**config.mk**
```make
export PLATFORM = sky130hd
export DESIGN_NAME = motor_command_shaper_core
export DESIGN_NICKNAME = d
export VERILOG_FILES = /design/src/sv/mcs_pkg.sv /design/src/sv/mcs_div.sv /design/src/sv/mcs_lane.sv /design/src/sv/motor_command_shaper_core.sv
export SDC_FILE = /design/constraint.sdc
export NUM_CORES = 2
export LEC_CHECK = 0
export BUFFER_PORTS_ARGS = -buffer_cell sky130_fd_sc_hd__buf_4
export CAP_MARGIN = 40
export CORE_MARGIN = 2
export CORE_UTILIZATION = 37
export DETAILED_ROUTE_END_ITERATION = 8
export GPL_TIMING_DRIVEN = 0
export PLACE_DENSITY_LB_ADDON = 0.05
export SLEW_MARGIN = 15
export SYNTH_ARGS = -nofsm -noshare
export SYNTH_HDL_FRONTEND = slang
export SYNTH_SLANG_ARGS = --single-unit
export TNS_END_PERCENT = 1
```
**constraint.sdc**
```tcl
create_clock -name aclk -period 13.68 [get_ports aclk]
set_input_delay 2.736 -clock aclk [delete_from_list [all_inputs] [get_ports aclk]]
set_output_delay 2.736 -clock aclk [all_outputs]
set_load 0.02 [all_outputs]
```
**src/sv/mcs_pkg.sv**
```systemverilog
// ----------------------------------------------------------------------------
// Motor command shaper package
// Shared payload types, lane and controller state encodings, and the
// fixed-point constants of the square-root shaper.
// ----------------------------------------------------------------------------
package mcs_pkg;

    localparam int NUM_MOTORS = 4;
    localparam int THR_W      = 16;
    localparam int X_W        = 11;
    localparam int MOTOR_W    = 10;
    localparam int DIV_NUM_W  = 21;
    localparam int DIV_DEN_W  = 11;
    localparam int DIV_CNT_W  = 5;

    localparam logic [X_W-1:0]       THR_MIN     = 11'd63;
    localparam logic [X_W-1:0]       THR_MAX     = 11'd1024;
    localparam logic [20:0]          EST_C0      = 21'd1440768;
    localparam logic [9:0]           EST_C1      = 10'd588;
    localparam logic [20:0]          EST_C2      = 21'd179200;
    localparam logic [MOTOR_W-1:0]   ROOT_MIN    = 10'h100;
    localparam logic [MOTOR_W-1:0]   ROOT_MAX    = 10'h3ff;
    localparam logic [MOTOR_W-1:0]   PANIC_LEVEL = 10'h100;
    localparam logic [MOTOR_W-1:0]   STEP_RESET  = 10'd100;

    typedef enum logic [2:0] {
        MODE_SAFE    = 3'd0,
        MODE_PANIC   = 3'd1,
        MODE_CALIB   = 3'd2,
        MODE_MANUAL  = 3'd3,
        MODE_YAW     = 3'd4,
        MODE_FULL    = 3'd5
    } mode_t;

    typedef struct packed {
        logic [2:0]              mode;
        logic signed [THR_W-1:0] throttle_0;
        logic signed [THR_W-1:0] throttle_1;
        logic signed [THR_W-1:0] throttle_2;
        logic signed [THR_W-1:0] throttle_3;
    } in_t;

    typedef struct packed {
        logic [MOTOR_W-1:0] motor_0;
        logic [MOTOR_W-1:0] motor_1;
        logic [MOTOR_W-1:0] motor_2;
        logic [MOTOR_W-1:0] motor_3;
    } out_t;

    typedef struct packed {
        logic               done;
        logic [MOTOR_W-1:0] root;
    } lane_res_t;

    typedef enum logic [6:0] {
        LS_IDLE   = 7'b0000001,
        LS_COEF   = 7'b0000010,
        LS_PROD   = 7'b0000100,
        LS_EST    = 7'b0001000,
        LS_SQ     = 7'b0010000,
        LS_LAUNCH = 7'b0100000,
        LS_WAIT   = 7'b1000000
    } lane_state_t;

    typedef enum logic [2:0] {
        ST_IDLE = 3'b001,
        ST_BUSY = 3'b010,
        ST_HOLD = 3'b100
    } ctrl_state_t;

endpackage

```
**src/sv/mcs_div.sv**
```systemverilog
// ----------------------------------------------------------------------------
// Motor command shaper divider
// Restoring unsigned divider producing one quotient bit per cycle.
// ----------------------------------------------------------------------------
module mcs_div (
    input  logic                           aclk,
    input  logic                           aresetn,
    input  logic                           start,
    input  logic [mcs_pkg::DIV_NUM_W-1:0]  num,
    input  logic [mcs_pkg::DIV_DEN_W-1:0]  den,
    output logic                           done,
    output logic [mcs_pkg::DIV_NUM_W-1:0]  quo
);

    logic                          busy_reg, busy_next;
    logic                          done_reg, done_next;
    logic [mcs_pkg::DIV_CNT_W-1:0] cnt_reg, cnt_next;
    logic [mcs_pkg::DIV_NUM_W-1:0] quo_reg, quo_next;
    logic [mcs_pkg::DIV_DEN_W-1:0] den_reg, den_next;
    logic [mcs_pkg::DIV_DEN_W-1:0] rem_reg, rem_next;
    logic [mcs_pkg::DIV_DEN_W:0]   rem_shift;
    logic [mcs_pkg::DIV_DEN_W:0]   rem_diff;

    assign rem_shift = {rem_reg, quo_reg[mcs_pkg::DIV_NUM_W-1]};
    assign rem_diff  = rem_shift - {1'b0, den_reg};

    always_comb begin
        busy_next = busy_reg;
        done_next = 1'b0;
        cnt_next  = cnt_reg;
        quo_next  = quo_reg;
        den_next  = den_reg;
        rem_next  = rem_reg;
        if (start) begin
            busy_next = 1'b1;
            cnt_next  = mcs_pkg::DIV_CNT_W'(mcs_pkg::DIV_NUM_W - 1);
            quo_next  = num;
            den_next  = den;
            rem_next  = '0;
        end else if (busy_reg) begin
            if (rem_shift >= {1'b0, den_reg}) begin
                rem_next = rem_diff[mcs_pkg::DIV_DEN_W-1:0];
                quo_next = {quo_reg[mcs_pkg::DIV_NUM_W-2:0], 1'b1};
            end else begin
                rem_next = rem_shift[mcs_pkg::DIV_DEN_W-1:0];
                quo_next = {quo_reg[mcs_pkg::DIV_NUM_W-2:0], 1'b0};
            end
            if (cnt_reg == '0) begin
                busy_next = 1'b0;
                done_next = 1'b1;
            end else begin
                cnt_next = cnt_reg - 1'b1;
            end
        end
    end

    always_ff @(posedge aclk) begin
        if (!aresetn) begin
            busy_reg <= 1'b0;
            done_reg <= 1'b0;
            cnt_reg  <= '0;
        end else begin
            busy_reg <= busy_next;
            done_reg <= done_next;
            cnt_reg  <= cnt_next;
        end
        quo_reg <= quo_next;
        den_reg <= den_next;
        rem_reg <= rem_next;
    end

    assign done = done_reg;
    assign quo  = quo_reg;

endmodule

```
**src/sv/mcs_lane.sv**
```systemverilog
// ----------------------------------------------------------------------------
// Motor command shaper lane
// Clamps one throttle and takes its Q10 square root with a quadratic
// estimate and one Newton step, then clamps the root to the drive range.
// ----------------------------------------------------------------------------
module mcs_lane (
    input  logic                             aclk,
    input  logic                             aresetn,
    input  logic                             start,
    input  logic signed [mcs_pkg::THR_W-1:0] throttle,
    output mcs_pkg::lane_res_t               res
);

    mcs_pkg::lane_state_t state_reg, state_next;

    logic [mcs_pkg::X_W-1:0]       x_reg, x_next;
    logic [20:0]                   a_reg, a_next;
    logic [29:0]                   p_reg, p_next;
    logic [9:0]                    e_reg, e_next;
    logic [9:0]                    sq_reg, sq_next;
    logic                          neg_reg, neg_next;
    logic [mcs_pkg::MOTOR_W-1:0]   root_reg, root_next;
    logic                          done_reg, done_next;

    logic [mcs_pkg::X_W-1:0]       x_clamp;
    logic [31:0]                   prod_ax;
    logic [20:0]                   est_sum;
    logic [19:0]                   prod_ee;
    logic signed [11:0]            diff;
    logic [10:0]                   diff_mag;
    logic                          div_start;
    logic                          div_done;
    logic [mcs_pkg::DIV_NUM_W-1:0] div_quo;
    logic signed [22:0]            quo_s;
    logic signed [22:0]            root_s;

    always_comb begin
        if (throttle < $signed({5'b0, mcs_pkg::THR_MIN})) begin
            x_clamp = mcs_pkg::THR_MIN;
        end else if (throttle > $signed({5'b0, mcs_pkg::THR_MAX})) begin
            x_clamp = mcs_pkg::THR_MAX;
        end else begin
            x_clamp = throttle[mcs_pkg::X_W-1:0];
        end
    end

    assign prod_ax  = a_reg * x_reg;
    assign est_sum  = {1'b0, p_reg[29:10]} + mcs_pkg::EST_C2;
    assign prod_ee  = e_reg * e_reg;
    assign diff     = $signed({2'b0, sq_reg}) - $signed({1'b0, x_reg});
    assign diff_mag = diff[11] ? 11'(-diff) : diff[10:0];
    assign div_start = (state_reg == mcs_pkg::LS_LAUNCH);

    assign quo_s  = neg_reg ? -$signed({2'b0, div_quo}) : $signed({2'b0, div_quo});
    assign root_s = $signed({13'b0, e_reg}) - quo_s;

    mcs_div u_div (
        .aclk    (aclk),
        .aresetn (aresetn),
        .start   (div_start),
        .num     ({diff_mag, 10'b0}),
        .den     ({e_reg, 1'b0}),
        .done    (div_done),
        .quo     (div_quo)
    );

    always_comb begin
        state_next = state_reg;
        x_next     = x_reg;
        a_next     = a_reg;
        p_next     = p_reg;
        e_next     = e_reg;
        sq_next    = sq_reg;
        neg_next   = neg_reg;
        root_next  = root_reg;
        done_next  = 1'b0;
        unique case (state_reg)
            mcs_pkg::LS_IDLE: begin
                if (start) begin
                    x_next     = x_clamp;
                    state_next = mcs_pkg::LS_COEF;
                end
            end
            mcs_pkg::LS_COEF: begin
                a_next     = mcs_pkg::EST_C0 - ({11'b0, mcs_pkg::EST_C1} * {10'b0, x_reg});
                state_next = mcs_pkg::LS_PROD;
            end
            mcs_pkg::LS_PROD: begin
                p_next     = prod_ax[29:0];
                state_next = mcs_pkg::LS_EST;
            end
            mcs_pkg::LS_EST: begin
                e_next     = est_sum[19:10];
                state_next = mcs_pkg::LS_SQ;
            end
            mcs_pkg::LS_SQ: begin
                sq_next    = prod_ee[19:10];
                state_next = mcs_pkg::LS_LAUNCH;
            end
            mcs_pkg::LS_LAUNCH: begin
                neg_next   = diff[11];
                state_next = mcs_pkg::LS_WAIT;
            end
            mcs_pkg::LS_WAIT: begin
                if (div_done) begin
                    if (root_s < $signed({13'b0, mcs_pkg::ROOT_MIN})) begin
                        root_next = mcs_pkg::ROOT_MIN;
                    end else if (root_s > $signed({13'b0, mcs_pkg::ROOT_MAX})) begin
                        root_next = mcs_pkg::ROOT_MAX;
                    end else begin
                        root_next = root_s[mcs_pkg::MOTOR_W-1:0];
                    end
                    done_next  = 1'b1;
                    state_next = mcs_pkg::LS_IDLE;
                end
            end
            default: begin
                state_next = mcs_pkg::LS_IDLE;
            end
        endcase
    end

    always_ff @(posedge aclk) begin
        if (!aresetn) begin
            state_reg <= mcs_pkg::LS_IDLE;
            done_reg  <= 1'b0;
        end else begin
            state_reg <= state_next;
            done_reg  <= done_next;
        end
        x_reg    <= x_next;
        a_reg    <= a_next;
        p_reg    <= p_next;
        e_reg    <= e_next;
        sq_reg   <= sq_next;
        neg_reg  <= neg_next;
        root_reg <= root_next;
    end

    assign res.done = done_reg;
    assign res.root = root_reg;

endmodule

```
**src/sv/motor_command_shaper_core.sv**
```systemverilog
// ----------------------------------------------------------------------------
// Motor command shaper core
// Four square-root lanes shape the throttles of one transaction in parallel;
// a merging stage applies the flight mode and the rise limit, keeps the
// previous drive values and holds the result in an output register.
// ----------------------------------------------------------------------------
// Channel  | Signals                         | Payload
// input    | s_valid, s_ready, s_data        | mcs_pkg::in_t (mode, throttle_0..3)
// result   | m_valid, m_ready, m_data        | mcs_pkg::out_t (motor_0..3)
// config   | cfg_we, cfg_wdata               | max_step, 10 bits
//
// After acceptance, a transaction's result becomes valid once every lane has
// finished its Newton step, which waits on the divider in that lane.
// A new transaction is accepted from the cycle after a result enters the
// output register, also while that result still waits on m_ready; a
// finished result then waits in the lanes until the output register frees up.
// Reset clears the previous drive values to zero and max_step to 100.
// ----------------------------------------------------------------------------
module motor_command_shaper_core (
    input  logic                         aclk,
    input  logic                         aresetn,
    input  logic                         s_valid,
    output logic                         s_ready,
    input  mcs_pkg::in_t                 s_data,
    output logic                         m_valid,
    input  logic                         m_ready,
    output mcs_pkg::out_t                m_data,
    input  logic                         cfg_we,
    input  logic [mcs_pkg::MOTOR_W-1:0]  cfg_wdata
);

    mcs_pkg::ctrl_state_t state_reg, state_next;

    logic [mcs_pkg::MOTOR_W-1:0] max_step_reg;
    logic [mcs_pkg::MOTOR_W-1:0] prev_reg [mcs_pkg::NUM_MOTORS];
    logic [mcs_pkg::MOTOR_W-1:0] res_val  [mcs_pkg::NUM_MOTORS];
    logic [2:0]                  mode_reg;
    logic                        zero_reg;
    logic                        m_valid_reg, m_valid_next;
    mcs_pkg::out_t               m_data_reg;

    logic signed [mcs_pkg::THR_W-1:0] thr [mcs_pkg::NUM_MOTORS];
    mcs_pkg::lane_res_t          lane_res [mcs_pkg::NUM_MOTORS];
    logic [mcs_pkg::NUM_MOTORS-1:0] lane_done;
    logic                        accept;
    logic                        out_free;
    logic                        load;
    logic                        flying;

    assign thr[0] = s_data.throttle_0;
    assign thr[1] = s_data.throttle_1;
    assign thr[2] = s_data.throttle_2;
    assign thr[3] = s_data.throttle_3;

    assign s_ready  = (state_reg == mcs_pkg::ST_IDLE);
    assign accept   = s_valid && s_ready;
    assign out_free = !m_valid_reg || m_ready;

    genvar g;
    generate
        for (g = 0; g < mcs_pkg::NUM_MOTORS; g++) begin : g_lane
            mcs_lane u_lane (
                .aclk     (aclk),
                .aresetn  (aresetn),
                .start    (accept),
                .throttle (thr[g]),
                .res      (lane_res[g])
            );
            assign lane_done[g] = lane_res[g].done;
        end
    endgenerate

    assign flying = (mode_reg == mcs_pkg::MODE_MANUAL) || (mode_reg == mcs_pkg::MODE_YAW) ||
                    (mode_reg == mcs_pkg::MODE_FULL);

    always_comb begin
        logic [mcs_pkg::MOTOR_W:0] limit;
        for (int i = 0; i < mcs_pkg::NUM_MOTORS; i++) begin
            limit = {1'b0, prev_reg[i]} + {1'b0, max_step_reg};
            if (mode_reg == mcs_pkg::MODE_PANIC) begin
                res_val[i] = zero_reg ? '0 : mcs_pkg::PANIC_LEVEL;
            end else if (flying && !zero_reg) begin
                if ({1'b0, lane_res[i].root} > limit) begin
                    res_val[i] = limit[mcs_pkg::MOTOR_W-1:0];
                end else begin
                    res_val[i] = lane_res[i].root;
                end
            end else begin
                res_val[i] = '0;
            end
        end
    end

    always_comb begin
        state_next = state_reg;
        load       = 1'b0;
        unique case (state_reg)
            mcs_pkg::ST_IDLE: begin
                if (accept) begin
                    state_next = mcs_pkg::ST_BUSY;
                end
            end
            mcs_pkg::ST_BUSY: begin
                if (&lane_done) begin
                    if (out_free) begin
                        load       = 1'b1;
                        state_next = mcs_pkg::ST_IDLE;
                    end else begin
                        state_next = mcs_pkg::ST_HOLD;
                    end
                end
            end
            mcs_pkg::ST_HOLD: begin
                if (out_free) begin
                    load       = 1'b1;
                    state_next = mcs_pkg::ST_IDLE;
                end
            end
            default: begin
                state_next = mcs_pkg::ST_IDLE;
            end
        endcase
    end

    always_comb begin
        m_valid_next = m_valid_reg;
        if (load) begin
            m_valid_next = 1'b1;
        end else if (m_ready) begin
            m_valid_next = 1'b0;
        end
    end

    always_ff @(posedge aclk) begin
        if (!aresetn) begin
            state_reg    <= mcs_pkg::ST_IDLE;
            m_valid_reg  <= 1'b0;
            max_step_reg <= mcs_pkg::STEP_RESET;
            for (int i = 0; i < mcs_pkg::NUM_MOTORS; i++) begin
                prev_reg[i] <= '0;
            end
        end else begin
            state_reg   <= state_next;
            m_valid_reg <= m_valid_next;
            if (cfg_we) begin
                max_step_reg <= cfg_wdata;
            end
            if (load) begin
                for (int i = 0; i < mcs_pkg::NUM_MOTORS; i++) begin
                    prev_reg[i] <= res_val[i];
                end
            end
        end
        if (accept) begin
            mode_reg <= s_data.mode;
            zero_reg <= (s_data.throttle_0 == '0) && (s_data.throttle_1 == '0) &&
                        (s_data.throttle_2 == '0) && (s_data.throttle_3 == '0);
        end
        if (load) begin
            m_data_reg.motor_0 <= res_val[0];
            m_data_reg.motor_1 <= res_val[1];
            m_data_reg.motor_2 <= res_val[2];
            m_data_reg.motor_3 <= res_val[3];
        end
    end

    assign m_valid = m_valid_reg;
    assign m_data  = m_data_reg;

endmodule

```
==> metrics.txt <==
# TYPE chip_impl_metric gauge
chip_impl_info{name="clock_tree_from_tritoncts",value="built"} 1
chip_impl_info{name="run_status",value="finished clean"} 1
chip_impl_metric{name="final_layout_size_suffix_gt1_share",unit="%"} 4.91
chip_impl_metric{name="hold_viol",unit=""} 0
chip_impl_metric{name="utilization",unit="%"} 41.0
chip_impl_metric{name="power.share.combinational",unit="%"} 66.3
chip_impl_metric{name="mappedNetlistNets",unit=""} 9896
chip_impl_metric{name="maxSlewHeadroom",unit="%"} 38.8
chip_impl_metric{name="clkPwrFrac",unit="%"} 15.8
chip_impl_metric{name="wl_per_cell",unit="µm"} 17.8
chip_impl_info{name="rsz_0062_raised_after_global_routing",value="false"} 1
chip_impl_metric{name="route.antenna.remaining_nets",unit=""} 0
chip_impl_metric{name="cts_made_buffers",unit=""} 81
chip_impl_metric{name="synth-async-reset-ratio",unit="%"} 0
chip_impl_metric{name="fmaxAchievable",unit="GHz"} 0.129
chip_impl_metric{name="total_global_routing_overflow",unit=""} 0
chip_impl_metric{name="vias_in_the_first_global_route",unit=""} 57105
chip_impl_metric{name="antenna_found_initial",unit=""} 7
chip_impl_metric{name="synth_edf_count",unit=""} 452
chip_impl_metric{name="final-max-slew-violation-count",unit=""} 0
chip_impl_metric{name="library_cells_used_by_synthesis",unit=""} 97
chip_impl_metric{name="irDropWorstVdd",unit="V"} 0.000286
chip_impl_metric{name="sink_count_of_the_clock_tree",unit=""} 610
chip_impl_metric{name="cts-root-to-sink-buffers",unit=""} 3
chip_impl_info{name="synth_top_flop_cell",value="edfxtp_1"} 1
chip_impl_metric{name="fillCellCount",unit=""} 20508
chip_impl_metric{name="report.final.setup_viol",unit=""} 0
chip_impl_metric{name="synthesis_to_layout_area_growth",unit="%"} 9.86
chip_impl_info{name="critPathLaunch",value="g_lane[1].u_lane.x_reg[10]"} 1
chip_impl_metric{name="setup-tns-final",unit="ns"} 0
chip_impl_metric{name="cap_viol_max_count",unit=""} 0
chip_impl_metric{name="worstPathMaxFanout",unit=""} 10
chip_impl_metric{name="power.switching",unit="mW"} 6.35
chip_impl_metric{name="final-seq-area",unit="mm²"} 0.0167
chip_impl_metric{name="core.rowCount",unit=""} 165
chip_impl_info{name="timing.critical_path.cells",value="clkbuf_1 -> clkbuf_1 -> nand2_1 -> fa_1 -> fa_1 -> inv_1 -> fa_1 -> fa_1 -> fa_1 -> ha_1 -> nor2_1 -> nand2_1 -> a221oi_1 -> o211ai_1 -> o41ai_1 -> o211ai_1 -> o41a_1 -> mux2i_1 -> nand4_1"} 1
chip_impl_metric{name="largest_net_degree_at_the_start_of_global_routing",unit=""} 26
chip_impl_metric{name="die_w",unit="µm"} 456
chip_impl_metric{name="avgSynthCellArea",unit="µm²"} 9.30
chip_impl_metric{name="dr.first_iter.drc_count",unit=""} 2498
chip_impl_metric{name="place.detailed.hpwl",unit="µm"} 160000
chip_impl_info{name="reg2reg_end",value="g_lane[1].u_lane.p_reg[29]"} 1
chip_impl_info{name="hold_path_startpoint",value="g_lane[1].u_lane.e_reg[0]"} 1
chip_impl_metric{name="die_h",unit="µm"} 456
chip_impl_metric{name="intPower",unit="mW"} 7.70
chip_impl_metric{name="whs_path_depth",unit=""} 0
chip_impl_info{name="cpLargestDelayFamily",value="adder cells"} 1
chip_impl_metric{name="synthesis.area",unit="mm²"} 0.0756
chip_impl_info{name="clock_tree.root_cell",value="clkbuf_16"} 1
chip_impl_metric{name="drt_drc_violations_left",unit=""} 0
chip_impl_metric{name="port_buffers",unit=""} 122
chip_impl_metric{name="floorplan.die_area",unit="mm²"} 0.208
chip_impl_metric{name="clk_transition_reported_paths",unit="ns"} 0.06
chip_impl_metric{name="holdBufCountCts",unit=""} 0
chip_impl_info{name="worstReg2RegStart",value="g_lane[1].u_lane.x_reg[10]"} 1
chip_impl_metric{name="via_count",unit=""} 55392
chip_impl_metric{name="multi_input_area",unit="mm²"} 0.0525
chip_impl_info{name="critPathKind",value="flip-flop to flip-flop"} 1
chip_impl_metric{name="post-cts-setup-buffers",unit=""} 0
chip_impl_info{name="critical_path.endpoint_type",value="flip-flop"} 1
chip_impl_metric{name="viasPerCell",unit=""} 4.98
chip_impl_info{name="cpMaxStageDelayCell",value="o41ai_1"} 1
chip_impl_metric{name="period_share",unit="%"} 56.8
chip_impl_metric{name="wl",unit="µm"} 197000
chip_impl_metric{name="yosys_warnings",unit=""} 0
chip_impl_metric{name="crit_path_max_incr_delay",unit="ns"} 0.66
chip_impl_info{name="min_to",value="g_lane[1].u_lane.u_div.den_reg[1]"} 1
chip_impl_metric{name="largest_register_ffs",unit=""} 84
chip_impl_metric{name="h-tree-depth",unit=""} 3
chip_impl_metric{name="seq_area_frac_synth",unit="%"} 22.1
chip_impl_metric{name="clk_latency",unit="ns"} 0.71
chip_impl_metric{name="post_synth_inst_count",unit=""} 8133
chip_impl_metric{name="first_pass_iters",unit=""} 7
chip_impl_metric{name="synth_seq_cells",unit=""} 610
chip_impl_metric{name="crit_arrival",unit="ns"} 8.19
chip_impl_metric{name="period_minus_slack",unit="ns"} 7.77
chip_impl_metric{name="seqPwrFrac",unit="%"} 17.9
chip_impl_metric{name="post_cts_resize_count",unit=""} 0
chip_impl_metric{name="grt_util_all_layers",unit="%"} 19.1
chip_impl_metric{name="ios",unit=""} 124
chip_impl_metric{name="globalplace.congestion",unit=""} 0.839
chip_impl_info{name="cp-start-kind",value="flip-flop"} 1
chip_impl_metric{name="timing_worst_slew_pin_value",unit="ns"} 0.919
chip_impl_metric{name="power-per-cell-area",unit="mW/mm²"} 169
chip_impl_info{name="timing.critical_path.mode_cell",value="fa_1"} 1
chip_impl_metric{name="crit_buf_inv",unit=""} 3
chip_impl_metric{name="final_nets",unit=""} 10136
chip_impl_metric{name="cellLeakagePower",unit="nW"} 38.1
chip_impl_metric{name="worst-endpoint-required",unit="ns"} 14.10
chip_impl_metric{name="floorplan.initialDensity",unit="%"} 37.3
chip_impl_metric{name="p_sw_share",unit="%"} 45.2
chip_impl_metric{name="grt_pass1_wl",unit="µm"} 318000
chip_impl_info{name="min_path_type",value="flip-flop to flip-flop"} 1
chip_impl_metric{name="r2r.worst_path.cells",unit=""} 19
chip_impl_metric{name="post_route_skew",unit="ns"} 0.0422
chip_impl_metric{name="placeableCoreArea",unit="mm²"} 0.203
chip_impl_metric{name="worst_r2r_setup_slack",unit="ns"} 5.91
-- power by group through the flow --
stage               sequential [mW]  combinational, mW  clock [mW]
global placement               2.55               9.31           0
detailed placement             2.55               9.41           0
floorplan                      2.50               7.14           0
CTS                            2.51               9.51        2.29
global route                   2.52               10.9        2.36
finish                         2.51               9.32        2.22
-- routing by layer --
layer / share of wire (%) / wire length (µm) / track usage (%) / vias up
met5: 0 / 0 / 0 / -
met4: 2.3 / 4480 / 4.31 / 0
met3: 3.0 / 5950 / 2.17 / 180
met2: 47 / 93300 / 32.1 / 721
met1: 47 / 93700 / 26.3 / 27272
li1: - / - / - / 27219
-- placed cells by master, fill, tap and decap left out, types with 26 or more instances in the layout --
master	n
nand2_1	765
nor2_1	459
nor2b_1	77
clkbuf_16	83
nand4_1	47
fa_1	847
buf_4	137
and2_1	518
ha_1	834
or2_2	26
nand2b_1	48
a21oi_1	204
xor2_1	178
a31oi_1	42
or4_1	26
a21boi_0	26
and3_1	44
inv_1	1410
xnor2_1	279
o31ai_1	39
a211oi_1	46
nor3_1	124
edfxtp_1	452
nand3_1	146
clkbuf_1	280
or3_1	59
mux2_2	42
mux2i_1	106
o21bai_1	31
o21ai_0	222
dfxtp_1	158
o21a_1	87
nor4_1	38
a21o_1	91
o41ai_1	29
-- synth_stat cells (91+ instances only) --
cell type	number	area [µm²]
a21o_1	91	683
a21oi_1	204	1020
and2_1	518	3240
clkbuf_1	264	991
dfxtp_1	158	3160
edfxtp_1	452	13600
fa_1	847	17000
ha_1	834	10400
inv_1	1410	5290
mux2i_1	106	1060
nand2_1	765	2870
nand3_1	146	731
nor2_1	461	1730
nor3_1	125	626
o21ai_0	222	1110
xnor2_1	279	2440
xor2_1	178	1560
-- layout make-up --
class,instances,share of cell area (%)
inverters,1415,6.39
diodes,6,0.0181
repair buffers,157,1.53
multi-input cells,5822,63.2
clock buffers,108,2.72
clock inverters,42,0.608
well taps,2672,4.02
plain buffers,286,1.31
flip-flops and latches,610,20.1
-- worst register-to-register path, stage by stage, from the launching register on --
cell      delay [ns]
edfxtp_1        0.62
clkbuf_1        0.55
clkbuf_1        0.48
nand2_1         0.16
fa_1            0.56
fa_1            0.56
inv_1           0.06
fa_1            0.50
fa_1            0.53
fa_1            0.53
ha_1            0.28
nor2_1          0.15
nand2_1         0.07
a221oi_1        0.47
o211ai_1        0.31
o41ai_1         0.66
o211ai_1        0.31
o41a_1          0.43
mux2i_1         0.16
nand4_1         0.12
-- stage by stage --
step	instance area (µm²)	instances	setup slack (ns)	hold WS, ns	total power [mW]
finish	83100	11118	5.91	0.454	14.0
global route	83100	11114	5.38	0.474	15.8
CTS	83000	11110	5.84	0.460	14.3
detailed placement	80300	10960	5.85	0.446	12.0
global placement	79900	10927	5.48	0.438	11.9
floorplan	75600	8133	7.65	0.424	9.64
-- worst max path at each step --
stage	to	slack, ns	depth (start not counted)
final	g_lane[1].u_lane.p_reg[29]	5.91	19
after global routing	g_lane[3].u_lane.p_reg[29]	5.38	22
after CTS	g_lane[1].u_lane.p_reg[29]	5.84	19
after detailed placement	g_lane[1].u_lane.p_reg[29]	5.85	19
after global placement	g_lane[3].u_lane.p_reg[29]	5.48	20
after floorplan	g_lane[1].u_lane.p_reg[28]	7.65	20
-- cell families (layout without fill, tap and decap cells) --
kind of cell | count (synthesis) | after routing | share of synthesized area, %
AND/OR/NAND/NOR | 2494 | 2494 | 16.5
AO/OA/AOI/OAI | 1041 | 1041 | 9.31
XOR/XNOR | 457 | 457 | 5.29
adder cells (fa/ha/maj) | 1681 | 1681 | 36.2
flip-flops | 610 | 610 | 22.1
other | 0 | 6 | 0
multiplexers | 149 | 149 | 2.06
buffers and inverters | 1701 | 2008 | 8.46
Power figures use the tool's default switching activity.
